## src/hdl/set_assoc_cache_tag_controller_macros.svh

```systemverilog
// ----------------------------------------------------------------------------
// Assertion macros for the cache tag controller
// Concurrent checks on clk, disabled while rst_n is low; empty under SYNTH.
// ----------------------------------------------------------------------------
`ifndef SET_ASSOC_CACHE_TAG_CONTROLLER_MACROS_SVH
`define SET_ASSOC_CACHE_TAG_CONTROLLER_MACROS_SVH

`ifndef SYNTH
// property must hold at every edge out of reset
`define SAC_ASSERT(lbl, prop, msg) \
    lbl: assert property (@(posedge clk) disable iff (!rst_n) prop) \
        else $error(msg);
// expression must never be true out of reset
`define SAC_NEVER(lbl, expr, msg) \
    lbl: assert property (@(posedge clk) disable iff (!rst_n) !(expr)) \
        else $error(msg);
`else
`define SAC_ASSERT(lbl, prop, msg)
`define SAC_NEVER(lbl, expr, msg)
`endif

`endif

```

## src/hdl/sac_row_ram.sv

```systemverilog
// ----------------------------------------------------------------------------
// sac_row_ram
// Simple dual-port RAM, one write and one registered read per cycle.
// ----------------------------------------------------------------------------
module sac_row_ram #(
    parameter int DATA_W = 8,
    parameter int RAM_AW = 8
) (
    input  logic              clk,
    input  logic              wr_en,
    input  logic [RAM_AW-1:0] wr_addr,
    input  logic [DATA_W-1:0] wr_data,
    input  logic              rd_en,
    input  logic [RAM_AW-1:0] rd_addr,
    output logic [DATA_W-1:0] rd_data
);

    logic [DATA_W-1:0] mem [0:(1 << RAM_AW) - 1];
    logic [DATA_W-1:0] rd_data_reg;

    assign rd_data = rd_data_reg;

    always_ff @(posedge clk)
    begin
        if (wr_en)
        begin
            mem[wr_addr] <= wr_data;
        end
    end

    // read-before-write on a same-address collision
    always_ff @(posedge clk)
    begin
        if (rd_en)
        begin
            rd_data_reg <= mem[rd_addr];
        end
    end

endmodule

```

## config.mk

```make
export PLATFORM = sky130hd
export DESIGN_NAME = sac_row_ram
export DESIGN_NICKNAME = d
export VERILOG_FILES = /design/src/hdl/set_assoc_cache_tag_controller_macros.svh /design/src/hdl/sac_row_ram.sv
export SDC_FILE = /design/constraint.sdc
export NUM_CORES = 2
export LEC_CHECK = 0
export BUFFER_PORTS_ARGS = -buffer_cell sky130_fd_sc_hd__buf_4
export CAP_MARGIN = 40
export CORE_UTILIZATION = 60
export DETAILED_ROUTE_END_ITERATION = 10
export HOLD_SLACK_MARGIN = 0.03
export PLACE_DENSITY = 0.76
export RECOVER_POWER = 50
export REMOVE_ABC_BUFFERS = 1
export SLEW_MARGIN = 20
export SYNTH_ARGS = -nofsm -noshare
export SYNTH_HDL_FRONTEND = slang
export SYNTH_SLANG_ARGS = --single-unit
export TNS_END_PERCENT = 100
```

## constraint.sdc

```tcl
create_clock -name clk -period 2.9 [get_ports clk]
set_input_delay 0.29 -clock clk [delete_from_list [all_inputs] [get_ports clk]]
set_output_delay 0.29 -clock clk [all_outputs]
set_load 0.02 [all_outputs]
```

# After elaboration in Yosys (flattened, before gate mapping)
# Memories as Yosys holds them, arrays and structs flattened. A register that Yosys moved wholly into a read port is not among the register bits.
# Index checks and enable logic that the tools add are counted.
# W data, S select, Z words.
[classes] n_mux=2
[ops] operator="$mux W1" n=2
[word_totals] register_bits=0 ramBits=2048 in_bits=27 mem_count=1
[mem_list] memory="mem" depth=256 width=8 rd=1 rd_ports_with_merged_regs=1 write_ports=1 line_no="sac_row_ram.sv:18" rtl="logic [DATA_W-1:0] mem [0:(1 << RAM_AW) - 1];"

# Depth between registers and ports, before layout
[depth] depth_word=2 ltp_mapped=11 ltp_nobuf=6

# Worst setup path before layout
# Ideal clock, no wire load.
[synth_timing] path_type="input-to-reg" startpoint="input rd_addr[0]" endpoint="register rd_data_reg[2] (netlist: rd_data[2]), read port of mem, data pin" setup_time_ns=0.269 arrival_time_ns=2.097 required_time_ns=2.631 setup_slack_ns=0.534 stages=9 path_cell_list="buf_6 -> buf_12 -> buf_8 -> buf_2 -> mux4_2 -> a22oi_1 -> a21oi_1 -> nor4_1 -> nor4_2"
[synth_lines] item="start: declaration" line_no="sac_row_ram.sv:14" rtl="input logic [RAM_AW-1:0] rd_addr,"
[synth_lines] item="end: declaration" line_no="sac_row_ram.sv:19" rtl="logic [DATA_W-1:0] rd_data_reg;"

==> impl_metrics.py <==
metrics = {
    "synth": {
        "synth.distinct_cells": 54,
        "avgSynthCellArea_um2": 21.3,
        "yosysWarnings": 0,
        "async_reset_ff_share_pct": 0,
        "netlist_instances": 3733,
        "syn_area_mm2": 0.0796,
        "synth-main-ff-cell": "edfxtp_1",
        "ys_ff_latch": 2056,
        "synth_edf_count": 2056,
        "yosysSeqAreaShare_pct": 77.5,
    },
    "layout": {
        "final_common_cell": "edfxtp_1",
        "finalInstanceArea_mm2": 0.0916,
        "largest_reg_flops": 2048,
        "num-nets-final": 4357,
        "area_growth_pct": 15.0,
        "instances_no_fill": 6254,
        "fillers": 7579,
        "final_layout_size_suffix_gt1_share_pct": 28.3,
        "layout_common_cells": "edfxtp_1, mux4_2, buf_4",
    },
    "detailed_routing": {
        "routedWlPerCell_um": 32.5,
        "dr.pass1.iters": 6,
        "final_antenna_net_count": 0,
        "drt-vias-per-instance": 6.79,
        "vias": 42500,
        "routed_wl_um": 203000,
        "drt_iter0_drc": 6257,
        "drc": 0,
    },
    "pwr": {
        "peakVddDrop_uv": 526,
        "powerDensity_mw_per_mm2": 662,
        "leakage_nw": 29.3,
        "power.total_mw": 60.6,
    },
    "worst_hold_path": {
        "hold_depth": 3,
        "hp-class": "in2reg",
    },
    "timing": {
        "fin_ws_ns": -0.0475,
        "fmax_ghz": 0.339,
        "fin_hold_ws_ns": 0.123,
        "rsz0062_at_grt": "false",
        "layout_min_cycle_time_ns": 2.95,
        "fin_skew_ns": 0.0301,
        "hold_violations": 0,
        "fin_crit_sh_pct": 102,
        "slew_viol_final": 595,
        "slew_headroom_pct": -70.7,
        "setup_viol": 1,
        "worst_slew_pin_slew_ns": 2.56,
    },
    "place": {
        "port_buffers": 34,
        "dpl_worst_slack_ns": -0.609,
        "dp.cells": 5880,
        "dpl.hpwl_um": 127000,
        "post_dp_cell_area_mm2": 0.0860,
        "gp_congestion": 0.882,
    },
    "floorplanning": {
        "rows": 133,
        "die_area_mm2": 0.134,
        "initial_utilization_pct": 60.5,
        "ios": 35,
        "die_h_um": 366,
        "core_area_mm2": 0.132,
        "fp.dieW_um": 366,
    },
    "clock_network": {
        "cts_tree": "yes",
        "ctsLongestPathBuffers": 3,
        "clk_pin_slew_ns": 0.07,
        "postCtsSetupBuffers": 0,
        "htreeDepth": 4,
        "cts_made_buffers": 192,
        "cts_root_buf": "clkbuf_16",
        "cts_num_sinks": 2056,
        "clk_latency_ns": 0.84,
    },
    "critical_path": {
        "cp.buffers_inverters": 1,
        "end_kind": "flop",
        "cp_slowest_stage_delay_ns": 0.78,
        "startpoint_type": "flop",
        "worstPathRequired_ns": 3.50,
        "crit_fanout": 1,
        "reg2reg_depth": 6,
        "cp.depth": 6,
        "crit_top_cell": "mux4_2",
        "crit_type": "reg2reg",
        "cp_cell_sequence": "mux4_2, mux4_2, nor2b_1, nor4_1, buf_4, nor4_2",
        "path_delay_family": "multiplexers",
        "crit_slowest_cell": "nor4_1",
        "cp.arrival_ns": 3.54,
    },
    "flow_run": {
        "drv_cap": 8,
    },
    "global_route": {
        "grtUsageTotal_pct": 30.6,
        "grt_antenna_before_repair": 13,
        "grt_pass1_vias": 42600,
        "grt_remaining_overflow": 0,
        "grt_first_pass_wirelength_um": 294000,
        "grt_max_degree": 112,
    },
    "run_status": {
        "status": "finished, violations left",
        "violations": "max-capacitance violations, max-slew violations, negative setup slack",
    },
}
==> cells by family (layout without fill, tap and decap cells) <==
family	Yosys count	count (layout)	synth area share, %
AO/OA/AOI/OAI	385	385	3.42
multiplexers	591	591	14.6
AND/OR/NAND/NOR	466	466	2.63
flip-flops	2056	2056	77.5
other	0	10	0
buffers and inverters	235	991	1.83
==> synth_stat cells (all sizes together) (12+ instances only) <==
library cell | n | share of area, %
mux4 | 456 | 13
nand3 | 34 | 0.21
a211oi | 16 | 0.15
a21oi | 96 | 0.60
nor3 | 22 | 0.14
nor2b | 31 | 0.24
buf | 122 | 1.3
o221ai | 47 | 0.52
a221oi | 14 | 0.16
nor2 | 282 | 1.3
o21ai | 12 | 0.075
edfxtp | 2056 | 78
nand2 | 33 | 0.16
a22oi | 133 | 1.3
mux2i | 134 | 1.7
clkbuf | 111 | 0.52
o22ai | 28 | 0.22
nor4 | 27 | 0.24
==> cell type report <==
type	instances	area, um2	area share [%]
clock inverter	120	996	1.09
multi-input combinational	1442	16500	18.0
inverter	2	7.51	0.00820
timing repair buffer	636	5050	5.51
sequential	2056	61700	67.4
antenna	10	25.0	0.0273
clock buffer	233	5060	5.53
tap	1755	2200	2.40
==> final timing paths <==
kind | from | end | slack (ns)
worst min register to register | mem[224][6]$_DFFE_PP_ | rd_data[6]$_DFFE_PP_ | 1.17
worst max-delay path | mem[86][2]$_DFFE_PP_ | rd_data[2]$_DFFE_PP_ | -0.05
worst min-delay path | wr_addr[2] | mem[158][0]$_DFFE_PP_ | 0.12
worst max register to register | mem[86][2]$_DFFE_PP_ | rd_data[2]$_DFFE_PP_ | -0.05
==> report_power, final <==
part / leakage, nW / total [mW] / switching, mW / internal (mW)
registers: 18.5 / 32.8 / 0.0503 / 32.8
clock network: 2.97 / 24.5 / 10.9 / 13.6
logic: 7.80 / 3.29 / 2.03 / 1.26
total: 29.3 / 60.6 / 13.0 / 47.7
==> worst register-to-register path, stage by stage (launching register included) <==
cell and delay (ns):
edfxtp_1 0.39, mux4_2 0.50, mux4_2 0.55, nor2b_1 0.17, nor4_1 0.78, buf_4 0.27, nor4_2 0.05
==> what timing repair did <==
action / in CTS / in global routing
setup endpoints to repair: 0 / 1
resized for setup: 0 / 1
hold endpoints to repair: 366 / 0
hold buffers: 7 / 0
==> metrics by stage <==
| step | setup TNS (ns) | util (%) |
|---|---|---|
| finish | -0.0475 | 69.6 |
| global placement | -2.72 | 65.3 |
| detailed placement | -2.57 | 65.3 |
| global route | 0 | 69.5 |
| floorplan | 0 | - |
| CTS | 0 | 70.0 |
==> routing by layer <==
layer,GRT usage [%],part of all wire (%),vias to the layer above,wire length (um)
met1,42.6,35,22000,71600
li1,-,-,16900,-
met5,0,0.020,-,40
met3,6.53,12,484,25100
met4,11.8,4.0,6,8160
met2,48.4,48,3133,98500
(Power assumes the default switching activity.)
