--- src/hdl/set_assoc_cache_tag_controller_macros.svh ---
// ----------------------------------------------------------------------------
// Assertion macros for the cache tag controller
// Concurrent checks on clk, disabled while rst_n is low; empty under SYNTH.
// ----------------------------------------------------------------------------
`ifndef SET_ASSOC_CACHE_TAG_CONTROLLER_MACROS_SVH
`define SET_ASSOC_CACHE_TAG_CONTROLLER_MACROS_SVH

`ifndef SYNTH
// property must hold at every edge out of reset
`define SAC_ASSERT(lbl, prop, msg) \
    lbl: assert property (@(posedge clk) disable iff (!rst_n) prop) \
        else $error(msg);
// expression must never be true out of reset
`define SAC_NEVER(lbl, expr, msg) \
    lbl: assert property (@(posedge clk) disable iff (!rst_n) !(expr)) \
        else $error(msg);
`else
`define SAC_ASSERT(lbl, prop, msg)
`define SAC_NEVER(lbl, expr, msg)
`endif

`endif

--- src/hdl/sac_pkg.sv ---
// ----------------------------------------------------------------------------
// sac_pkg
// Shared geometry constants, codes, row layout and address helpers.
// ----------------------------------------------------------------------------
package sac_pkg;

    localparam int ADDR_W     = 32;
    localparam int OPC_W      = 2;
    localparam int MAX_WAYS   = 8;
    localparam int WAY_W      = $clog2(MAX_WAYS);
    localparam int MAX_SETS   = 256;
    localparam int SET_W      = $clog2(MAX_SETS);
    localparam int TAG_W      = ADDR_W;
    localparam int PLRU_W     = MAX_WAYS - 1;
    localparam int PLRU_IDX_W = $clog2(PLRU_W);
    localparam int LVL_W      = $clog2(WAY_W);
    localparam int LFSR_W     = 16;
    localparam int SHAMT_W    = 5;
    localparam int APB_ADDR_W = 4;
    localparam int APB_DATA_W = 32;
    localparam int REG_IDX_W  = 2;

    localparam logic [LFSR_W-1:0] LFSR_SEED = 16'hACE1;

    // access kinds; the spare code is handled like a load
    localparam logic [OPC_W-1:0] OPC_STORE = 2'd0;
    localparam logic [OPC_W-1:0] OPC_LOAD  = 2'd1;
    localparam logic [OPC_W-1:0] OPC_FETCH = 2'd2;
    localparam logic [OPC_W-1:0] OPC_SPARE = 2'd3;

    // replacement policy codes; the spare code acts as tree PLRU
    localparam logic [1:0] POL_PLRU   = 2'd0;
    localparam logic [1:0] POL_FIFO   = 2'd1;
    localparam logic [1:0] POL_RANDOM = 2'd2;
    localparam logic [1:0] POL_SPARE  = 2'd3;

    // register map (word index)
    localparam logic [REG_IDX_W-1:0] REG_OFFSET_BITS = 2'd0;
    localparam logic [REG_IDX_W-1:0] REG_INDEX_BITS  = 2'd1;
    localparam logic [REG_IDX_W-1:0] REG_WAYS_LOG2   = 2'd2;
    localparam logic [REG_IDX_W-1:0] REG_POLICY      = 2'd3;

    typedef struct packed {
        logic [3:0] offset_bits;
        logic [3:0] index_bits;
        logic [1:0] ways_log2;
        logic [1:0] replace_policy;
    } cfg_t;

    typedef struct packed {
        logic [TAG_W-1:0] tag;
        logic             valid;
        logic             dirty;
    } way_entry_t;

    // one RAM row holds a whole set
    typedef struct packed {
        way_entry_t [MAX_WAYS-1:0] ways;
        logic [PLRU_W-1:0]         plru;
        logic [WAY_W-1:0]          fifo;
    } set_row_t;

    localparam int ROW_W = $bits(set_row_t);

    typedef struct packed {
        logic             hit;
        logic [WAY_W-1:0] way;
        logic             writeback;
        logic             lfsr_step;
    } lkp_res_t;

    function automatic logic [3:0] index_clamp(cfg_t c);
        return (c.index_bits > 4'(SET_W)) ? 4'(SET_W) : c.index_bits;
    endfunction

    function automatic logic [SET_W-1:0] set_of(logic [ADDR_W-1:0] addr, cfg_t c);
        logic [ADDR_W-1:0] shifted;
        logic [SET_W-1:0]  ones;
        shifted = addr >> c.offset_bits;
        ones    = '1;
        return shifted[SET_W-1:0] & ~(ones << index_clamp(c));
    endfunction

    function automatic logic [TAG_W-1:0] tag_of(logic [ADDR_W-1:0] addr, cfg_t c);
        logic [SHAMT_W-1:0] shamt;
        shamt = SHAMT_W'(c.offset_bits) + SHAMT_W'(index_clamp(c));
        return TAG_W'(addr >> shamt);
    endfunction

    function automatic logic [WAY_W-1:0] way_mask(cfg_t c);
        logic [WAY_W-1:0] ones;
        ones = '1;
        return ~(ones << c.ways_log2);
    endfunction

endpackage

--- src/hdl/sac_apb_regs.sv ---
// ----------------------------------------------------------------------------
// sac_apb_regs
// APB configuration registers: offset bits, index bits, ways, policy.
// ----------------------------------------------------------------------------
module sac_apb_regs import sac_pkg::*; (
    input  logic                  clk,
    input  logic                  rst_n,
    input  logic                  psel,
    input  logic                  penable,
    input  logic                  pwrite,
    input  logic [APB_ADDR_W-1:0] paddr,
    input  logic [APB_DATA_W-1:0] pwdata,
    output logic [APB_DATA_W-1:0] prdata,
    output logic                  pready,
    output cfg_t                  cfg
);

    cfg_t                 cfg_reg;
    cfg_t                 cfg_next;
    logic                 wr_en;
    logic [REG_IDX_W-1:0] reg_idx;

    assign pready  = 1'b1;
    assign wr_en   = psel & penable & pwrite;
    assign reg_idx = paddr[APB_ADDR_W-1:2];
    assign cfg     = cfg_reg;

    always_comb
    begin
        cfg_next = cfg_reg;
        if (wr_en)
        begin
            case (reg_idx)
                REG_OFFSET_BITS: cfg_next.offset_bits    = pwdata[3:0];
                REG_INDEX_BITS:  cfg_next.index_bits     = pwdata[3:0];
                REG_WAYS_LOG2:   cfg_next.ways_log2      = pwdata[1:0];
                REG_POLICY:      cfg_next.replace_policy = pwdata[1:0];
                default:         cfg_next = cfg_reg;
            endcase
        end
    end

    always_comb
    begin
        case (reg_idx)
            REG_OFFSET_BITS: prdata = APB_DATA_W'(cfg_reg.offset_bits);
            REG_INDEX_BITS:  prdata = APB_DATA_W'(cfg_reg.index_bits);
            REG_WAYS_LOG2:   prdata = APB_DATA_W'(cfg_reg.ways_log2);
            REG_POLICY:      prdata = APB_DATA_W'(cfg_reg.replace_policy);
            default:         prdata = '0;
        endcase
    end

    always_ff @(posedge clk or negedge rst_n)
    begin
        if (!rst_n)
        begin
            cfg_reg.offset_bits    <= 4'd5;
            cfg_reg.index_bits     <= 4'd0;
            cfg_reg.ways_log2      <= 2'd0;
            cfg_reg.replace_policy <= POL_PLRU;
        end
        else
        begin
            cfg_reg <= cfg_next;
        end
    end

endmodule

--- config.mk ---
export PLATFORM = sky130hd
export DESIGN_NAME = sac_apb_regs
export DESIGN_NICKNAME = d
export VERILOG_FILES = /design/src/hdl/set_assoc_cache_tag_controller_macros.svh /design/src/hdl/sac_pkg.sv /design/src/hdl/sac_apb_regs.sv
export SDC_FILE = /design/constraint.sdc
export NUM_CORES = 1
export LEC_CHECK = 0
export BUFFER_PORTS_ARGS = -buffer_cell sky130_fd_sc_hd__buf_4
export CAP_MARGIN = 20
export CORE_MARGIN = 2
export CORE_UTILIZATION = 25
export CTS_CLUSTER_DIAMETER = 200
export DETAILED_ROUTE_END_ITERATION = 8
export GPL_ROUTABILITY_DRIVEN = 0
export HOLD_SLACK_MARGIN = 0.06
export SLEW_MARGIN = 20
export SYNTH_ARGS = -nofsm -noshare
export SYNTH_HDL_FRONTEND = slang
export SYNTH_SLANG_ARGS = --single-unit
--- constraint.sdc ---
create_clock -name clk -period 1.7 [get_ports clk]
set_input_delay 0.34 -clock clk [delete_from_list [all_inputs] [get_ports clk]]
set_output_delay 0.34 -clock clk [all_outputs]
set_load 0.01 [all_outputs]
Word-level counts from Yosys, hierarchy flattened
Index checks and enable logic that the tools add are counted.

operators by class
  bitwise gates (word level) = 2
  muxes and demuxes = 1
  equality and inequality tests = 3
  reduce and logical (&&, ||, !) cells = 5

operator list
  cell                  number
  $pmux W32 S4          1
  $reduce_and A2 Y1     4
  $eq A2 B2 Y1 const B  2
  $and A1 B1 Y1         2
  $eq A2 B1 Y1 const B  1
  $logic_not A2 Y1      1

storage, ports and cells
  input bits = 41
  bits in registers = 12

Logic depth before layout (Yosys ltp)
  depth in word-level cells = 3
  mapped depth = 3

Worst setup path after synthesis
No wires, ideal clock.

  path kind = in2out
  start point = input paddr[2]
  end point = output prdata[0]
  required time = 1.360 ns
  arrival time = 1.009 ns
  stages on the path = 2
  path buffers = 1
  setup slack = 0.351 ns
  cells stage by stage = clkbuf_8 -> mux4_2

between the ends
  longest elaborated chain between the ends = 2

ends and longest elaborated chain
  element                               RTL line            RTL
  start, declared                       sac_apb_regs.sv:11  input logic [APB_ADDR_W-1:0] paddr,
  $eq A2 B2 Y1 (tied with other cells)  sac_apb_regs.sv:45  case (reg_idx)
  $pmux W32 S4 (*)                      sac_apb_regs.sv:45
  end, declared                         sac_apb_regs.sv:13  output logic [APB_DATA_W-1:0] prdata,

Every way passes the cells marked *; elsewhere a longest branch is shown, timed or not. The select of a mux whose other input is x is not followed.

Final worst setup path
  start point = register cfg_reg, in the netlist cfg[0]
  end point = output prdata[0]

between the ends
  longest elaborated chain between the ends = 1

ends and longest elaborated chain
  element                 RTL line            RTL
  start, declared         sac_apb_regs.sv:18  cfg_t cfg_reg;
  start signal, assigned  sac_apb_regs.sv:65  cfg_reg <= cfg_next;
  $pmux W32 S4            sac_apb_regs.sv:45

Every way passes these cells. The select of a mux whose other input is x is not followed.

==> results_dict.tcl <==
set metrics [dict create \
    outcome "completed" \
    finish.net_count 137 \
    dpl_cell_area_sq_um 922 \
    holdCritStartpoint "pwdata[2]" \
    synth_xor_area_share_pct 0 \
    die-area_sq_mm 0.00368 \
    placementRows 20 \
    setup_viol 0 \
    cap_violations 0 \
    first_pass_iters 1 \
    ys_types 14 \
    fp.dieW_microns 60.6 \
    finalCriticalPeriod_ns 1.65 \
    stdcell_area_sq_um 955 \
    antenna_cells 0 \
    drtIter0Drc 0 \
    crit_type "reg2out" \
    setup_ws_ns 0.0488 \
    period_share_pct 97.1 \
    grt_pass1_vias 453 \
    grt_max_degree 13 \
    finalMaxSlewViolations 0 \
    via_per_inst 3.62 \
    yosys_warnings 0 \
    power.leakage_nw 0.483 \
    ctsResizeCount 0 \
    drive_gt1_share_pct 51.1 \
    fmax_mhz 606 \
    skew_ns 0 \
    largest_register_ffs 12 \
    ir_worst_vdd_v 0.000482 \
    drcViolationCount 0 \
    muxShareOfSynthArea_pct 25.0 \
    end_kind "primary output" \
    cts_buffers 3 \
    synthSimpleGateAreaFrac_pct 7.49 \
    grt_overflow 0 \
    num_vias 500 \
    antenna_left 0 \
    crit_start "cfg[0]$_DFFE_PN0P_" \
    rsz0062_at_grt "no" \
    fp.dieH_microns 60.6 \
    grt_usage_pct 8.32 \
    start_kind "register" \
    crit_fanout 3 \
    hpwl_mm 1.21 \
    cts_root_buf "clkbuf_4" \
    cts_max_path_buffers 2 \
    final_common_cell "conb_1" \
    clk_latency_ns 0.26 \
    synth_fa_ha_area_share_pct 0 \
    avgSynthCellArea_sq_um 12.0 \
    cts_tree "yes" \
    finalHoldViolCount 0 \
    h-tree-depth 1 \
    clkTransAtPathRegs_ns 0.07 \
    avgRoutedWirePerCell_microns 10.9 \
    totalWireLength_mm 1.51 \
    syn-instance-count 67 \
    path_cells "mux4_2, buf_4" \
    crit_path_max_incr_delay_ns 0.48 \
    crit_required_ns 1.36 \
    critical-path-top-delay-family "multiplexers" \
    power.total_mw 0.926 \
    clock-sinks 12 \
    synth_top_family_by_area "buffers and inverters" \
    crit_arrival_ns 1.31 \
    syn2layout_area_growth_pct 19.0 \
    ys_seq_area_share_pct 37.8 \
    start_util_pct 26.3 \
    rr_startpoint "cfg[0]$_DFFE_PN0P_" \
    grt_first_pass_wirelength_mm 2.21 \
    synth_area_sq_um 802 \
    cpMaxStageDelayCell "mux4_2" \
    timing.setup.tns_ns 0 \
    synth-seq-cells 12 \
    powerDensity_mw_per_mm2 970 \
    place_ws_ns 0.165 \
    cp_num_buf_inv 1 \
    synth_compound_area_share_pct 0 \
    final_cell_mix "conb_1 (29), buf_4 (26), mux2_2 (12)" \
    portBuffers 26 \
    hold_class "in2reg" \
    io_pins 86 \
    antenna_found_initial 0 \
    coreArea_sq_mm 0.00305 \
]
per-layer routing:
layer / GRT usage [%] / wire, microns
met4: 2.80 / 0
met1: 10.3 / 603
met5: 0 / 0
met3: 1.71 / 133
met2: 14.4 / 768
cell families after synthesis:
kind of cell | count (synthesis)
simple gates | 7
mux | 16
buf+inv | 30
other cells | 2
flops | 12
area by class of cell:
| type | instances | area, sq um |
|---|---|---|
| fill | 341 | 2100 |
| sequential | 12 | 303 |
| tap | 44 | 55.1 |
| multi-input combinational | 52 | 369 |
| timing repair buffer | 27 | 205 |
| clock buffer | 3 | 22.5 |
worst paths after layout:
check	end	slack, ns	cells after the start
max in group asynchronous	cfg[10]$_DFFE_PN1P_	1.03	2
max	prdata[0]	0.05	2
min in group asynchronous	cfg[4]$_DFFE_PN0P_	0.45	2
min reg2reg	cfg[5]$_DFFE_PN0P_	0.54	1
max reg2reg	cfg[0]$_DFFE_PN0P_	0.89	1
min	cfg[6]$_DFFE_PN0P_	0.32	2
Yosys cell counts (all sizes together):
cell type,count,area [sq um]
clkbuf,1,13.8
nand3,1,5.00
mux2,12,135
dfstp,2,52.6
nand3b,1,7.51
conb,2,7.51
mux2i,2,20.0
nor3b,1,18.8
mux4,2,45.0
dfrtp,10,250
nor2,2,7.51
buf,29,218
and3,1,11.3
and3b,1,10.0
per-stage QoR:
stage	cells	hold WS (ns)	util (%)
global route	138	0.307	31.3
detailed placement	134	0.189	30.2
global placement	134	0.187	30.2
CTS	138	0.318	31.3
floorplan	94	0.0444	-
finish	138	0.319	31.3
report_power, final:
part / switching, mW / internal, mW / total (mW)
registers: 0.0540 / 0.361 / 0.415
logic: 0.153 / 0.197 / 0.350
clock network: 0.0793 / 0.0816 / 0.161
total: 0.287 / 0.639 / 0.926
what timing repair did:
action	4_1_cts	5_1_grt
endpoints found under the hold margin	10	0
buffers inserted	0	0
hold buffers	1	0
No activity file was read; power rests on OpenSTA's default activity.
