### src/hdl/set_assoc_cache_tag_controller_macros.svh
// ----------------------------------------------------------------------------
// Assertion macros for the cache tag controller
// Concurrent checks on clk, disabled while rst_n is low; empty under SYNTH.
// ----------------------------------------------------------------------------
`ifndef SET_ASSOC_CACHE_TAG_CONTROLLER_MACROS_SVH
`define SET_ASSOC_CACHE_TAG_CONTROLLER_MACROS_SVH

`ifndef SYNTH
// property must hold at every edge out of reset
`define SAC_ASSERT(lbl, prop, msg) \
    lbl: assert property (@(posedge clk) disable iff (!rst_n) prop) \
        else $error(msg);
// expression must never be true out of reset
`define SAC_NEVER(lbl, expr, msg) \
    lbl: assert property (@(posedge clk) disable iff (!rst_n) !(expr)) \
        else $error(msg);
`else
`define SAC_ASSERT(lbl, prop, msg)
`define SAC_NEVER(lbl, expr, msg)
`endif

`endif

### src/hdl/sac_pkg.sv
// ----------------------------------------------------------------------------
// sac_pkg
// Shared geometry constants, codes, row layout and address helpers.
// ----------------------------------------------------------------------------
package sac_pkg;

    localparam int ADDR_W     = 32;
    localparam int OPC_W      = 2;
    localparam int MAX_WAYS   = 8;
    localparam int WAY_W      = $clog2(MAX_WAYS);
    localparam int MAX_SETS   = 256;
    localparam int SET_W      = $clog2(MAX_SETS);
    localparam int TAG_W      = ADDR_W;
    localparam int PLRU_W     = MAX_WAYS - 1;
    localparam int PLRU_IDX_W = $clog2(PLRU_W);
    localparam int LVL_W      = $clog2(WAY_W);
    localparam int LFSR_W     = 16;
    localparam int SHAMT_W    = 5;
    localparam int APB_ADDR_W = 4;
    localparam int APB_DATA_W = 32;
    localparam int REG_IDX_W  = 2;

    localparam logic [LFSR_W-1:0] LFSR_SEED = 16'hACE1;

    // access kinds; the spare code is handled like a load
    localparam logic [OPC_W-1:0] OPC_STORE = 2'd0;
    localparam logic [OPC_W-1:0] OPC_LOAD  = 2'd1;
    localparam logic [OPC_W-1:0] OPC_FETCH = 2'd2;
    localparam logic [OPC_W-1:0] OPC_SPARE = 2'd3;

    // replacement policy codes; the spare code acts as tree PLRU
    localparam logic [1:0] POL_PLRU   = 2'd0;
    localparam logic [1:0] POL_FIFO   = 2'd1;
    localparam logic [1:0] POL_RANDOM = 2'd2;
    localparam logic [1:0] POL_SPARE  = 2'd3;

    // register map (word index)
    localparam logic [REG_IDX_W-1:0] REG_OFFSET_BITS = 2'd0;
    localparam logic [REG_IDX_W-1:0] REG_INDEX_BITS  = 2'd1;
    localparam logic [REG_IDX_W-1:0] REG_WAYS_LOG2   = 2'd2;
    localparam logic [REG_IDX_W-1:0] REG_POLICY      = 2'd3;

    typedef struct packed {
        logic [3:0] offset_bits;
        logic [3:0] index_bits;
        logic [1:0] ways_log2;
        logic [1:0] replace_policy;
    } cfg_t;

    typedef struct packed {
        logic [TAG_W-1:0] tag;
        logic             valid;
        logic             dirty;
    } way_entry_t;

    // one RAM row holds a whole set
    typedef struct packed {
        way_entry_t [MAX_WAYS-1:0] ways;
        logic [PLRU_W-1:0]         plru;
        logic [WAY_W-1:0]          fifo;
    } set_row_t;

    localparam int ROW_W = $bits(set_row_t);

    typedef struct packed {
        logic             hit;
        logic [WAY_W-1:0] way;
        logic             writeback;
        logic             lfsr_step;
    } lkp_res_t;

    function automatic logic [3:0] index_clamp(cfg_t c);
        return (c.index_bits > 4'(SET_W)) ? 4'(SET_W) : c.index_bits;
    endfunction

    function automatic logic [SET_W-1:0] set_of(logic [ADDR_W-1:0] addr, cfg_t c);
        logic [ADDR_W-1:0] shifted;
        logic [SET_W-1:0]  ones;
        shifted = addr >> c.offset_bits;
        ones    = '1;
        return shifted[SET_W-1:0] & ~(ones << index_clamp(c));
    endfunction

    function automatic logic [TAG_W-1:0] tag_of(logic [ADDR_W-1:0] addr, cfg_t c);
        logic [SHAMT_W-1:0] shamt;
        shamt = SHAMT_W'(c.offset_bits) + SHAMT_W'(index_clamp(c));
        return TAG_W'(addr >> shamt);
    endfunction

    function automatic logic [WAY_W-1:0] way_mask(cfg_t c);
        logic [WAY_W-1:0] ones;
        ones = '1;
        return ~(ones << c.ways_log2);
    endfunction

endpackage

### src/hdl/sac_lookup.sv
// ----------------------------------------------------------------------------
// sac_lookup
// Way compare, victim choice and row update for one access.
// ----------------------------------------------------------------------------
module sac_lookup import sac_pkg::*; (
    input  cfg_t              cfg,
    input  logic [ADDR_W-1:0] address,
    input  logic [OPC_W-1:0]  opcode,
    input  set_row_t          row_in,
    input  logic [LFSR_W-1:0] lfsr_adv,
    output set_row_t          row_out,
    output lkp_res_t          res
);

    logic [TAG_W-1:0]      tag;
    logic [WAY_W-1:0]      wmask;
    logic                  is_store;
    logic                  use_plru;
    logic [MAX_WAYS-1:0]   match;
    logic                  hit;
    logic [WAY_W-1:0]      hway;
    logic [WAY_W-1:0]      vway;
    logic [WAY_W-1:0]      fifo_way;
    logic [WAY_W-1:0]      miss_way;
    logic [PLRU_W-1:0]     plru_touched;
    logic [PLRU_W-1:0]     plru_evict;
    logic [PLRU_IDX_W-1:0] t_node;
    logic [PLRU_IDX_W-1:0] v_node;
    logic                  t_dir;
    logic                  v_bit;

    assign tag      = tag_of(address, cfg);
    assign wmask    = way_mask(cfg);
    assign is_store = (opcode == OPC_STORE);
    assign use_plru = (cfg.replace_policy == POL_PLRU) || (cfg.replace_policy == POL_SPARE);
    assign fifo_way = row_in.fifo & wmask;

    // compare only ways in use; lowest matching way wins
    always_comb
    begin
        for (int w = 0; w < MAX_WAYS; w++)
        begin
            match[w] = row_in.ways[w].valid && (row_in.ways[w].tag == tag)
                       && ((WAY_W'(w) & ~wmask) == '0);
        end
        hit  = |match;
        hway = '0;
        for (int w = MAX_WAYS - 1; w >= 0; w--)
        begin
            if (match[w])
            begin
                hway = WAY_W'(w);
            end
        end
    end

    // hit: point every node on the path away from the hit way
    always_comb
    begin
        plru_touched = row_in.plru;
        t_node       = '0;
        t_dir        = 1'b0;
        for (int i = 0; i < WAY_W; i++)
        begin
            if (i < int'(cfg.ways_log2))
            begin
                t_dir                = hway[LVL_W'(int'(cfg.ways_log2) - 1 - i)];
                plru_touched[t_node] = ~t_dir;
                t_node               = PLRU_IDX_W'(2 * int'(t_node) + 1 + int'(t_dir));
            end
        end
    end

    // miss: follow node bits to the victim, flipping each one passed
    always_comb
    begin
        plru_evict = row_in.plru;
        v_node     = '0;
        v_bit      = 1'b0;
        vway       = '0;
        for (int i = 0; i < WAY_W; i++)
        begin
            if (i < int'(cfg.ways_log2))
            begin
                v_bit              = plru_evict[v_node];
                plru_evict[v_node] = ~v_bit;
                v_node             = PLRU_IDX_W'(2 * int'(v_node) + 1 + int'(v_bit));
                vway               = WAY_W'({vway, v_bit});
            end
        end
    end

    always_comb
    begin
        case (cfg.replace_policy)
            POL_FIFO:   miss_way = fifo_way;
            POL_RANDOM: miss_way = lfsr_adv[WAY_W-1:0] & wmask;
            default:    miss_way = vway & wmask;
        endcase
    end

    always_comb
    begin
        row_out       = row_in;
        res.hit       = hit;
        res.way       = hway;
        res.writeback = 1'b0;
        res.lfsr_step = 1'b0;
        if (hit)
        begin
            if (is_store)
            begin
                row_out.ways[hway].dirty = 1'b1;
            end
            if (use_plru)
            begin
                row_out.plru = plru_touched;
            end
        end
        else
        begin
            res.way                  = miss_way;
            res.writeback            = row_in.ways[miss_way].valid
                                       & row_in.ways[miss_way].dirty;
            row_out.ways[miss_way].tag   = tag;
            row_out.ways[miss_way].valid = 1'b1;
            row_out.ways[miss_way].dirty = is_store;
            if (use_plru)
            begin
                row_out.plru = plru_evict;
            end
            if (cfg.replace_policy == POL_FIFO)
            begin
                row_out.fifo = (fifo_way + WAY_W'(1)) & wmask;
            end
            if (cfg.replace_policy == POL_RANDOM)
            begin
                res.lfsr_step = 1'b1;
            end
        end
    end

endmodule

### config.mk
export PLATFORM = sky130hd
export DESIGN_NAME = sac_lookup
export DESIGN_NICKNAME = d
export VERILOG_FILES = /design/src/hdl/set_assoc_cache_tag_controller_macros.svh /design/src/hdl/sac_pkg.sv /design/src/hdl/sac_lookup.sv
export SDC_FILE = /design/constraint.sdc
export NUM_CORES = 1
export LEC_CHECK = 0
export BUFFER_PORTS_ARGS = -buffer_cell sky130_fd_sc_hd__buf_2
export CELL_PAD_IN_SITES_DETAIL_PLACEMENT = 0
export CELL_PAD_IN_SITES_GLOBAL_PLACEMENT = 1
export CORE_AREA = 3 3 243 245
export DETAILED_ROUTE_END_ITERATION = 10
export DIE_AREA = 0 0 246 248
export MAX_ROUTING_LAYER = met4
export PLACE_DENSITY = 0.69
export SYNTH_ARGS = -nofsm -noshare
export SYNTH_HDL_FRONTEND = slang
export SYNTH_SLANG_ARGS = --single-unit
### constraint.sdc
create_clock -name vclk -period 10.15
set_input_delay 1.5225 -clock vclk [all_inputs]
set_output_delay 1.5225 -clock vclk [all_outputs]
set_load 0.05 [all_outputs]
# Word level (Yosys, flattened, before mapping)
# Cells that the tools add are included.
[classes] muxes=70 bitwise=13 n_lt_le_gt_ge=19 n_reduce_logical=32 n_eq_ne=11 n_addsub=11 n_shift=2
[op_table] cell="272-bit bitwise mux" count=4
[op_table] cell="34-bit demux with 3-bit select" count=4
[op_table] cell="279-bit 2-to-1 mux" count=1
[op_table] cell="272-bit 2-to-1 mux" count=1
[op_table] cell="32-bit equality test" count=8
[op_table] cell="34-bit binary-select mux with 3-bit select" count=1
[op_table] cell="3-bit 2-to-1 mux" count=14
[op_table] cell="7-bit 2-to-1 mux" count=6
[op_table] cell="34-bit 2-to-1 mux" count=1
[op_table] cell="32-bit by 5-bit >> shifter with 32-bit output" count=1
[op_table] cell="7-bit bitwise mux" count=4
[op_table] cell="3-bit by 4-bit less-than comparator with 1-bit output (second input constant)" count=6
[op_table] cell="1-bit logical AND" count=21
[op_table] cell="3-bit zero test" count=7
[op_table] cell="3-bit by 1-bit greater-or-equal comparator with 1-bit output (second input constant)" count=6
[op_table] cell="1-bit 2-to-1 mux" count=18
[op_table] cell="3-bit AND" count=4
[op_table] cell="1-bit demux with 3-bit select" count=4
[op_table] cell="2-bit by 4-bit less-than comparator with 1-bit output (second input constant)" count=3
[op_table] cell="3-bit by 1-bit adder with 3-bit output (second input constant)" count=3
[op_table] cell="2-bit 2-to-1 mux" count=4
[op_table] cell="8-bit OR reduction" count=1
[op_table] cell="3-bit by 1-bit adder with 3-bit output" count=2
[op_table] cell="1-bit binary-select mux with 2-bit select" count=3
[op_table] cell="19 further kinds" count=31
[word_totals] reg_bits=0 inputBits=344 output_inout_bits=288

# Longest topological paths before layout
[logic_depth] depth_word=31 depth_mapped=30 depth_no_buf=23

# Worst setup path after synthesis
# Ideal clock, no wire load.
[synth_path] path_kind="input -> output" from="input port cfg[7] in the netlist's numbering" to="output port row_out[6] in the netlist's numbering" arrival_ps=9129 stages=26 setup_slack_ps=-502 cell_sequence="nand2b_4 buf_6 clkinv_4 buf_2 ha_1 fa_1 buf_2 buf_1 mux2_2 mux4_2 a22oi_1 a21boi_1 buf_4 xnor2_1 or4b_1 or4_1 or4_1 nor4b_1 or3b_1 o221ai_2 nor2_1 ha_1 inv_1 or3_1 nand4b_1 a211oi_1"
[synth_rtl] element="start: declaration" line_no="sac_lookup.sv:6" source="input cfg_t cfg,"
[synth_rtl] element="end: declaration" line_no="sac_lookup.sv:11" source="output set_row_t row_out,"

==> results.sh <==
export IMPL_drc=0
export IMPL_gr_usage_met2_pct=59.6
export IMPL_drt_total_wl_um=116000
export IMPL_cap_violations=0
export IMPL_worst_slew_pin_slew_ns=1.21
export IMPL_final_common_cell="buf_2"
export IMPL_postRouteAntennaNets=0
export IMPL_yosys_area_top_type="o21ai_0"
export IMPL_grt_pass1_vias=20275
export IMPL_io_buffers=619
export IMPL_yosysWarnings=0
export IMPL_use_met3_pct=6.20
export IMPL_antenna_found_initial=14
export IMPL_netlist_instances=2195
export IMPL_die_w_um=246
export IMPL_start_util_pct=23.6
export IMPL_clock_buffers=0
export IMPL_setup_slack_ns=0.159
export IMPL_met1_usage_pct=46.2
export IMPL_nets=3268
export IMPL_gp_congestion=1.08
export IMPL_slew_viol_final=0
export IMPL_overflow=0
export IMPL_place_ws_ns=-0.136
export IMPL_synth_area_per_cell_um2=6.16
export IMPL_grt_busiest_layer="met2"
export IMPL_syn2layout_area_growth_pct=67.3
export IMPL_crit_end="row_out[6]"
export IMPL_dr_pass1_iters=7
export IMPL_max_freq_ghz=0.100
export IMPL_timing_final_crit_share_pct=98.4
export IMPL_layout_drive_gt1_share_pct=34.7
export IMPL_dieArea_mm2=0.0610
export IMPL_critical_path_max_fanout=17
export IMPL_yosys_area_top_type_share_pct=11.5
export IMPL_cp_required_ns=8.63
export IMPL_grt_pass1_wl_um=157000
export IMPL_hold_buffers=0
export IMPL_dp_hpwl_um=98200
export IMPL_slew_headroom_pct=19.4
export IMPL_crit_arrival_ns=8.47
export IMPL_syn_nets=2557
export IMPL_seq_area_frac_synth_pct=0
export IMPL_crit_start="cfg[7]"
export IMPL_status="finished clean"
export IMPL_fill_cells=6160
export IMPL_critPathLaunchType="input pin"
export IMPL_period_needed_ns=9.99
export IMPL_hold_violations=0
export IMPL_register_area_um2=0
export IMPL_rows=88
export IMPL_detailroute_via_count=21978
export IMPL_grt_max_degree=67
export IMPL_coreArea_mm2=0.0574
export IMPL_ys_types=112
export IMPL_final_cell_mix="buf_2 (395), nand2_1 (378), o21ai_0 (311)"
export IMPL_io_pins=632
export IMPL_setup_viol=0
export IMPL_die_y_um=248
export IMPL_min_delay_path_class="input pin to primary output"
export IMPL_drt_iter0_markers=2499
export IMPL_post_route_cell_area_mm2=0.0226
export IMPL_critPathKind="input pin to primary output"
export IMPL_place_area_mm2=0.0224
export IMPL_wire_per_inst_um=31.4
export IMPL_vias_per_cell=5.97
export IMPL_endpoint_kind="primary output"
export IMPL_synthesis_area_mm2=0.0135
export IMPL_synth_area_leaders="o21ai_0 (12%), nand2_1 (11%), xnor2_1 (7.2%), a21oi_1 (3.9%), mux4_2 (3.5%)"
export IMPL_grt_usage_pct=36.7
export IMPL_design_seq_count=0
[synthesized netlist by cell type (24+ instances only)]
cell type and n:
inv_1 41, nand4_1 45, nand3_1 65, a21oi_1 104, clkbuf_1 113, o211ai_1 24, or3_1 34, nor4_1 34
o21ai_0 311, nand2_1 381, and3_1 29, mux2i_1 27, nor2_1 103, or4_1 26, o2111ai_1 24, nor3_1 76
nor2b_1 27, nand2b_1 41, xnor2_1 111, a21o_1 32, xor2_1 52, buf_2 31
[logic make-up (layout without fill, tap and decap cells)]
kind of cell             Yosys count  in the layout  synth area share, %
XOR/XNOR                         166            166                 11.0
AND/OR/NAND/NOR                  969            969                 36.6
buffers and inverters            214            923                 6.68
other                              0             12                    0
AO/OA/AOI/OAI                    758            758                 36.5
adder cells (fa/ha/maj)           18             18                 1.72
multiplexers                      70             70                 7.47
[per-layer routing]
metal | up-vias | wire (um)
li1 | 9700 | -
met5 | - | 0
met3 | 223 | 10900
met2 | 1431 | 52700
met1 | 10624 | 46900
met4 | 0 | 5070
[critical path, cell delays in order]
cell,delay (ns)
buf_2,0.13
nand2b_4,0.15
clkinv_4,0.04
ha_1,0.21
fa_2,0.61
buf_12,0.16
buf_4,0.14
buf_4,0.11
mux2i_1,0.17
inv_1,0.07
mux4_2,0.53
a222oi_1,0.39
bufbuf_16,0.38
xor2_1,0.21
nand3_1,0.09
or4_1,0.57
or4_4,0.62
nand2b_1,0.20
a311o_2,0.39
nand3_1,0.09
o31ai_1,0.10
ha_1,0.39
inv_1,0.07
or3_1,0.40
nand4b_1,0.21
a211oi_2,0.31
buf_12,0.18
[through the flow]
| step | hold slack [ns] | setup TNS [ns] | utilization, % | cells |
|---|---|---|---|---|
| 2_1_floorplan | 3.32 | -0.0449 | - | 2195 |
| 3_3_place_gp | 3.47 | -0.326 | 39.0 | 3663 |
| 3_5_place_dp | 3.47 | -0.302 | 39.0 | 3663 |
| 4_1_cts | 3.48 | 0 | 39.1 | 3665 |
| 5_1_grt | 3.50 | -0.165 | 39.4 | 3679 |
| 6_report | 3.47 | 0 | 39.4 | 3681 |
[worst min-delay path by stage]
stage / slack [ns] / cells past startpoint / end / from
2_1_floorplan: 3.32 / 2 / row_out[3] / row_in[3]
3_3_place_gp: 3.47 / 4 / row_out[258] / row_in[258]
3_5_place_dp: 3.47 / 3 / row_out[249] / row_in[249]
4_1_cts: 3.48 / 4 / row_out[59] / row_in[59]
5_1_grt: 3.50 / 4 / row_out[59] / row_in[59]
6_report: 3.47 / 4 / row_out[258] / row_in[258]
[timing repair]
| action | in CTS | in global routing |
|---|---|---|
| endpoints found under the setup margin | 6 | 6 |
| resized for setup | 1 | 25 |
| gates cloned | 0 | 0 |
| pin swaps | 1 | 4 |
| setup buffers | 2 | 4 |
[final cells by class]
| cell class | count | area (um^2) | share of cell area (%) |
|---|---|---|---|
| multi-input combinational | 1981 | 12800 | 56.7 |
| timing repair buffer | 880 | 8650 | 38.2 |
| tap | 765 | 957 | 4.23 |
| antenna | 12 | 30.0 | 0.133 |
| inverter | 43 | 166 | 0.736 |
